$ cat src/hdl/binary_angle_sine_cosine_assert.svh
// ----------------------------------------------------------------------------
// Assertion macros for the binary angle sine/cosine block
// Clocked checks on clk, disabled while rst_n is low; empty under synthesis.
// ----------------------------------------------------------------------------
`ifndef BINARY_ANGLE_SINE_COSINE_ASSERT_SVH
`define BINARY_ANGLE_SINE_COSINE_ASSERT_SVH

`ifndef SYNTHESIS

// same-cycle implication
`define BASC_ASSERT_NOW(lbl, ante, cons, msg) \
  lbl: assert property (@(posedge clk) disable iff (!rst_n) (ante) |-> (cons)) \
    else $error(msg);

// next-cycle implication
`define BASC_ASSERT_NEXT(lbl, ante, cons, msg) \
  lbl: assert property (@(posedge clk) disable iff (!rst_n) (ante) |=> (cons)) \
    else $error(msg);

`else

`define BASC_ASSERT_NOW(lbl, ante, cons, msg)
`define BASC_ASSERT_NEXT(lbl, ante, cons, msg)

`endif

`endif

$ cat src/hdl/basc_pkg.sv
// ----------------------------------------------------------------------------
// basc_pkg
// Constants, types and the square root step of the Q8 sine/cosine pipeline.
// ----------------------------------------------------------------------------
package basc_pkg;

  localparam int ANGLE_W = 16;
  localparam int TRIG_W  = 10;

  // parabola divisor and its rounded-down reciprocal scaled by 2^RECIP_SHIFT
  localparam logic [19:0] PARA_DIV    = 20'd882673;
  localparam logic [20:0] RECIP_M     = 21'd1245661;
  localparam int          RECIP_SHIFT = 40;

  localparam logic [8:0] Q8_ONE = 9'd256;

  typedef struct packed {
    logic swap_pair;
    logic neg_cos;
    logic neg_sin;
  } quad_t;

  typedef struct packed {
    logic [8:0] rem;
    logic [7:0] root;
  } sqrt_st_t;

  // one digit of a restoring square root: bring down two bits of the radicand
  function automatic sqrt_st_t sqrt_step(sqrt_st_t st, logic [1:0] pair);
    logic [10:0] rem_sh;
    logic [10:0] trial;
    sqrt_st_t    res;
    rem_sh = {st.rem, pair};
    trial  = {1'b0, st.root, 2'b01};
    if (rem_sh >= trial) begin
      rem_sh   = rem_sh - trial;
      res.rem  = rem_sh[8:0];
      res.root = {st.root[6:0], 1'b1};
    end else begin
      res.rem  = rem_sh[8:0];
      res.root = {st.root[6:0], 1'b0};
    end
    return res;
  endfunction

endpackage

$ cat src/hdl/binary_angle_sine_cosine.sv
// ----------------------------------------------------------------------------
// binary_angle_sine_cosine
// Q8 cosine and sine of a 16-bit binary angle, parabola plus square root.
// ----------------------------------------------------------------------------
// Usage:
//   Input channel in_valid / in_stall / in_angle: one angle word, 65536 units
//   per turn, read as two's complement. Result channel out_valid / out_stall
//   with out_cosine and out_sine, signed Q8 (256 = 1.0).
//   A word is taken at a rising edge with valid high and stall low.
//   Throughput: one angle per cycle while the receiver does not stall. Stages:
//   out_valid rises once the word has passed the eight register stages (the
//   first loads at the accepting edge): fold, square, reciprocal multiply,
//   quotient fix and parabola, Q8 square, two square root stages of four
//   digits each, and the output register with swap and signs.
//   When the receiver stalls a valid result, the whole pipeline holds and
//   in_stall is raised in the same cycle; nothing is dropped or repeated.
//   Reset (rst_n low, synchronous) clears all stage valid bits; the first
//   angle may be offered in the cycle after reset is released.
//   Near an axis the smaller value bottoms out at 15, not 0.
// ----------------------------------------------------------------------------
module binary_angle_sine_cosine
  import basc_pkg::*;
(
  input  logic                     clk,
  input  logic                     rst_n,
  input  logic                     in_valid,
  output logic                     in_stall,
  input  logic [ANGLE_W-1:0]       in_angle,
  output logic                     out_valid,
  input  logic                     out_stall,
  output logic signed [TRIG_W-1:0] out_cosine,
  output logic signed [TRIG_W-1:0] out_sine
);

  `include "binary_angle_sine_cosine_assert.svh"

  logic adv;

  logic v1_r, v2_r, v3_r, v4_r, v5_r, v6_r, v7_r, out_valid_r;

  quad_t q1_r, q2_r, q3_r, q4_r, q5_r, q6_r, q7_r;
  quad_t q1_nxt;

  logic [13:0] ax1_r, ax1_nxt;
  logic [26:0] xx2_r, xx3_r;
  logic [27:0] sq2_nxt;
  logic [47:0] prod3_nxt;
  logic [6:0]  q0_3_r;
  logic [27:0] thr4;
  logic [6:0]  quo4;
  logic [8:0]  c4_r, c5_r, c6_r, c7_r, c4_nxt;
  logic [17:0] cc5;
  logic [8:0]  g5;
  logic [15:0] n5_r, n5_nxt;
  sqrt_st_t    s6_r, s6_nxt, s7_r, s7_nxt;
  logic [7:0]  nlo6_r;
  logic [8:0]  cos_mag, sin_mag;
  logic signed [TRIG_W-1:0] cos_nxt, sin_nxt, cos_r, sin_r;

  assign adv      = !(out_valid_r && out_stall);
  assign in_stall = !adv;

  // fold into the quadrant around the nearest axis
  always_comb begin
    q1_nxt.swap_pair = in_angle[14] ^ in_angle[13];
    q1_nxt.neg_cos   = in_angle[15] ^ in_angle[14];
    q1_nxt.neg_sin   = in_angle[15];
    ax1_nxt = in_angle[13] ? (14'd0 - in_angle[13:0]) : in_angle[13:0];
  end

  assign sq2_nxt   = ax1_r * ax1_r;
  assign prod3_nxt = xx2_r * RECIP_M;

  // reciprocal quotient may be one short: fix with one compare
  always_comb begin
    thr4   = ({20'd0, q0_3_r} + 27'd1) * PARA_DIV;
    quo4   = q0_3_r + {6'd0, ({1'b0, xx3_r} >= thr4)};
    c4_nxt = Q8_ONE - {2'b00, quo4};
  end

  always_comb begin
    cc5    = c4_r * c4_r;
    g5     = Q8_ONE - cc5[16:8];
    n5_nxt = {g5[7:0], 8'hFF};
  end

  always_comb begin
    sqrt_st_t st;
    st = '0;
    for (int i = 3; i >= 0; i--) begin
      st = sqrt_step(st, n5_r[8 + 2*i +: 2]);
    end
    s6_nxt = st;
  end

  always_comb begin
    sqrt_st_t st;
    st = s6_r;
    for (int i = 3; i >= 0; i--) begin
      st = sqrt_step(st, nlo6_r[2*i +: 2]);
    end
    s7_nxt = st;
  end

  always_comb begin
    cos_mag = q7_r.swap_pair ? {1'b0, s7_r.root} : c7_r;
    sin_mag = q7_r.swap_pair ? c7_r : {1'b0, s7_r.root};
    cos_nxt = q7_r.neg_cos ? (10'sd0 - $signed({1'b0, cos_mag}))
                           : $signed({1'b0, cos_mag});
    sin_nxt = q7_r.neg_sin ? (10'sd0 - $signed({1'b0, sin_mag}))
                           : $signed({1'b0, sin_mag});
  end

  // valid bits
  always_ff @(posedge clk) begin
    if (!rst_n) begin
      v1_r        <= 1'b0;
      v2_r        <= 1'b0;
      v3_r        <= 1'b0;
      v4_r        <= 1'b0;
      v5_r        <= 1'b0;
      v6_r        <= 1'b0;
      v7_r        <= 1'b0;
      out_valid_r <= 1'b0;
    end else if (adv) begin
      v1_r        <= in_valid;
      v2_r        <= v1_r;
      v3_r        <= v2_r;
      v4_r        <= v3_r;
      v5_r        <= v4_r;
      v6_r        <= v5_r;
      v7_r        <= v6_r;
      out_valid_r <= v7_r;
    end
  end

  // payload: advance all stages together, hold on stall
  always_ff @(posedge clk) begin
    if (adv) begin
      q1_r   <= q1_nxt;
      ax1_r  <= ax1_nxt;
      q2_r   <= q1_r;
      xx2_r  <= sq2_nxt[26:0];
      q3_r   <= q2_r;
      xx3_r  <= xx2_r;
      q0_3_r <= prod3_nxt[RECIP_SHIFT +: 7];
      q4_r   <= q3_r;
      c4_r   <= c4_nxt;
      q5_r   <= q4_r;
      c5_r   <= c4_r;
      n5_r   <= n5_nxt;
      q6_r   <= q5_r;
      c6_r   <= c5_r;
      s6_r   <= s6_nxt;
      nlo6_r <= n5_r[7:0];
      q7_r   <= q6_r;
      c7_r   <= c6_r;
      s7_r   <= s7_nxt;
      cos_r  <= cos_nxt;
      sin_r  <= sin_nxt;
    end
  end

  assign out_valid  = out_valid_r;
  assign out_cosine = cos_r;
  assign out_sine   = sin_r;

  `BASC_ASSERT_NOW(a_quot_not_high, v3_r,
    ({21'd0, q0_3_r} * {8'd0, PARA_DIV}) <= {1'b0, xx3_r},
    "reciprocal quotient exceeds true quotient")

  `BASC_ASSERT_NOW(a_sqrt_exact, v7_r,
    s7_r.rem <= {s7_r.root, 1'b0},
    "square root remainder too large")

  `BASC_ASSERT_NOW(a_near_axis_range, v5_r,
    (c5_r >= 9'd180) && (c5_r <= Q8_ONE),
    "parabola value out of range")

  `BASC_ASSERT_NEXT(a_stall_freezes, out_valid_r && out_stall,
    $stable(v7_r) && $stable(c7_r) && $stable(s7_r),
    "pipeline moved while output stalled")

endmodule

$ cat config.mk
export PLATFORM = sky130hd
export DESIGN_NAME = binary_angle_sine_cosine
export DESIGN_NICKNAME = d
export VERILOG_FILES = /design/src/hdl/basc_pkg.sv /design/src/hdl/binary_angle_sine_cosine.sv
export VERILOG_INCLUDE_DIRS = /design/src /design/src/hdl
export SDC_FILE = /design/constraint.sdc
export NUM_CORES = 1
export LEC_CHECK = 0
export BUFFER_PORTS_ARGS = -buffer_cell sky130_fd_sc_hd__buf_2
export CAP_MARGIN = 30
export CELL_PAD_IN_SITES_DETAIL_PLACEMENT = 0
export CELL_PAD_IN_SITES_GLOBAL_PLACEMENT = 1
export CORE_ASPECT_RATIO = 1.25
export CORE_MARGIN = 5
export CORE_UTILIZATION = 35
export CTS_CLUSTER_DIAMETER = 100
export DETAILED_ROUTE_END_ITERATION = 10
export PLACE_DENSITY_LB_ADDON = 0.1
export SYNTH_ARGS = -nofsm -noshare
export SYNTH_HDL_FRONTEND = slang
export SYNTH_SLANG_ARGS = --single-unit
$ cat constraint.sdc
create_clock -name clk -period 11.95 [get_ports clk]
set_clock_uncertainty 0.05 [all_clocks]
set_input_delay 1.195 -clock clk [delete_from_list [all_inputs] [get_ports clk]]
set_output_delay 1.195 -clock clk [all_outputs]
set_load 0.05 [all_outputs]
==> parameters.txt <==
Parameter                              Value

Run status
  Outcome ... finished clean

GRT
  GR Overflow Total ... 0
  Aggregate global-route resource usage ... roughly 15%
  Largest net degree at the start of global routing ... between 70 and 80
  Number of global-route vias before repair ... about 19000
  Number of antenna violations at the first check in global routing ... 0
  Wire length of the first global-routing pass ... just over 100 mm

Synthesis
  Proportion of synthesized flip-flops having asynchronous set or reset ... 0%
  Warnings, synthesis ... 0
  Commonest register cell after synthesis ... edfxtp_1
  Cell count after synthesis ... roughly 2600
  Mean post-synth cell area ... between 10 and 15 um^2
  Sequential area share after synthesis ... just over 20%
  Number of enable flip-flop cells after synthesis ... ~180
  Area of the mapped netlist ... roughly 0.027 mm^2
  Count of distinct cell types in the synthesized netlist ... 88
  Number of synthesized register bits ... between 150 and 200

CTS
  Post-CTS setup repair buffer count ... 0
  Number of levels in the clock H-tree ... 4
  Number of buffers on the longest clock path ... 2
  TritonCTS clock tree ... yes
  Clock slew at the register clock pins of the worst setup and hold paths ... about 0.080 ns
  Number of gates given a new drive strength after cts ... 0
  Number of buffers inserted for hold repair after clock tree synthesis ... 0
  Worst-Skew Late Latency ... roughly 0.48 ns
  Sinks on Clock Net ... 187
  Clock buffer count from CTS ... 17
  Root buf cell ... clkbuf_16

Cells and area
  Fraction of final layout cells sized beyond drive strength 1 ... under 10%
  Synth-to-layout area growth ... 7.25%
  Most common library cell in the layout ignoring fill and taps ... inv_1
  Final net count ... between 3000 and 4000
  Number of antenna repair diodes ... 0
  Commonest cells after routing, fill and taps aside ... inv_1, ha_1, fa_1, edfxtp_1, nand2_1
  Cell area after layout ... approximately 0.029 mm^2

Place
  Port bufs ... 41
  Cell Area, Placed ... 0.0286 mm^2
  DP Worst Slack ... just under 2 ns
  DP HPWL ... slightly above 50 mm
  Placer Congestion ... ~0.84

Worst hold path
  Type of the most critical hold path ... flop to flop

Drt
  Via count ... between 15000 and 20000
  Starting DRC count in detailed routing ... 666
  Via-to-Cell Ratio ... approximately 4.7
  Wirelength per Cell ... about 16 um
  Antenna viol nets, final ... 0
  Number of remaining DRC errors ... 0
  First-pass DRT Iterations ... 5
  WL final ... slightly above 60 mm

Floorplanning
  Core footprint ... 0.0773 mm^2
  Total die area ... ~0.084 mm^2
  Placement row count ... roughly 110
  Initial core utilization ... 35.3%
  Width of the die ... 260 um
  Die height ... 322 um
  Number of placed I/O pins ... 42

Critical path
  Number of buffers and inverters on the critical path ... 4
  Slowest cell delay on critical path ... 0.69 ns
  Path type of the worst setup path ... flop to flop
  Worst Path Required ... between 10 and 15 ns
  CP Launch Type ... flop
  CP delay by family, top ... adder cells
  Worst EP arrival ... between 10 and 15 ns
  Cell at the slowest stage of the critical path ... fa_1
  Capturing element type of the critical path ... flop
  Max Fanout on Critical Path ... 11

STA
  Hold Fails Final Rpt ... 0
  Final Critical Period ... slightly below 10 ns
  Portion of the clock cycle consumed by the worst path in the final layout ... between 80% and 90%
  Finish-stage setup viols ... 0
  Fmax achieved ... 101 MHz
  Worst Slack Setup Final ... just over 2 ns
  Final TNS setup ... 0 ns
  Number of pins with negative max-slew slack in the final report ... 0
  Transition at the pin with the smallest max-transition slack ... 0.829 ns
  Worst slew slack as a fraction of its limit ... between 40% and 50%
  Setup repair after global routing missed its margin ... no

Flow run
  Max_cap viols ... 0
-- final timing paths --
| check | startpoint | end | slack (ns) | depth (start not counted) |
|---|---|---|---|---|
| setup reg to reg | q0_3_r[3] | c4_r[7] | 2.02 | 32 |
| hold / removal | c6_r[2] | c7_r[2] | 0.37 | 0 |
| hold reg to reg | c6_r[2] | c7_r[2] | 0.37 | 0 |
| setup / recovery | q0_3_r[3] | c4_r[7] | 2.02 | 32 |
-- registers in the layout (all words and copies together), names as in the netlist, 7 cells and up --
signal,cells
ax1_r,14
c4_r,9
c5_r,9
c6_r,9
c7_r,9
n5_r,8
out_cosine,10
out_sine,10
q0_3_r,7
s6_r,13
s7_r,8
xx2_r,26
xx3_r,26
-- Yosys cell counts (6+ instances only) --
cell type,number,area [um^2]
inv_1,542,2030
ha_1,451,5640
fa_1,371,7430
edfxtp_1,179,5380
nand2_1,139,522
a21oi_1,96,480
nor2_1,92,345
and2_1,88,551
xnor2_1,85,744
o21ai_0,76,380
xor2_1,54,473
a21o_1,35,263
clkbuf_1,34,128
nor3_1,29,145
mux2i_1,26,260
nand3_1,25,125
nor2b_1,22,138
nand2b_1,17,106
nand4_1,16,100
o21a_1,16,120
o31ai_1,14,105
o211ai_1,13,97.6
o21ai_1,12,60.1
a211oi_1,9,67.6
and3_1,9,56.3
o21bai_1,9,67.6
or3_1,9,56.3
a21boi_0,8,60.1
dfxtp_1,8,160
nand3b_1,7,52.6
nor3b_1,6,45.0
o31a_1,6,52.6
or4_1,6,45.0
-- routing by layer --
metal  routed length [um]  global-route usage [%]  vias to the layer above
met2                33200                    29.0                      107
met4                 1310                    4.12                        0
li1                     -                       -                     8687
met5                    0                       0                        -
met3                  844                    1.92                       69
met1                25200                    17.7                     8690
-- final cells by class --
| cell class | instances | area (um^2) |
|---|---|---|
| multi-input combinational | 1845 | 19500 |
| inverter | 548 | 2060 |
| fill | 7795 | 48100 |
| clock inverter | 13 | 120 |
| tap | 1044 | 1310 |
| timing repair buffer | 46 | 255 |
| clock buffer | 19 | 453 |
| sequential | 187 | 5540 |
-- cells by family after synthesis --
logic type	synth area share, %
other	0.0275
adders and majority gates	47.9
and+or+nand+nor	9.38
muxes	1.16
buffers and inverters	8.21
xor gates and xnor gates	4.58
DFF	20.3
AOI/OAI and AO/OA	8.39
-- through the flow --
stage / std cells / utilization [%] / hold slack, ns
global route: 3702 / 37.8 / 0.379
global placement: 3669 / 37.1 / 0.352
detailed placement: 3669 / 37.1 / 0.355
finish: 3702 / 37.8 / 0.368
floorplan: 2624 / - / 0.350
CTS: 3701 / 37.8 / 0.371
-- worst register-to-register path, delay by kind of cell, from the launching register on --
kind,cells,cell delay [ns]
adders and majority gates,8,3.48
and+or+nand+nor,9,2.29
AOI/OAI and AO/OA,8,2.20
DFF,1,0.57
xor gates and xnor gates,3,0.56
buffers and inverters,4,0.50
Power is left out: the tool's default activity adds up to more than one toggle a clock period on the data nets, which glitch-free logic cannot reach.
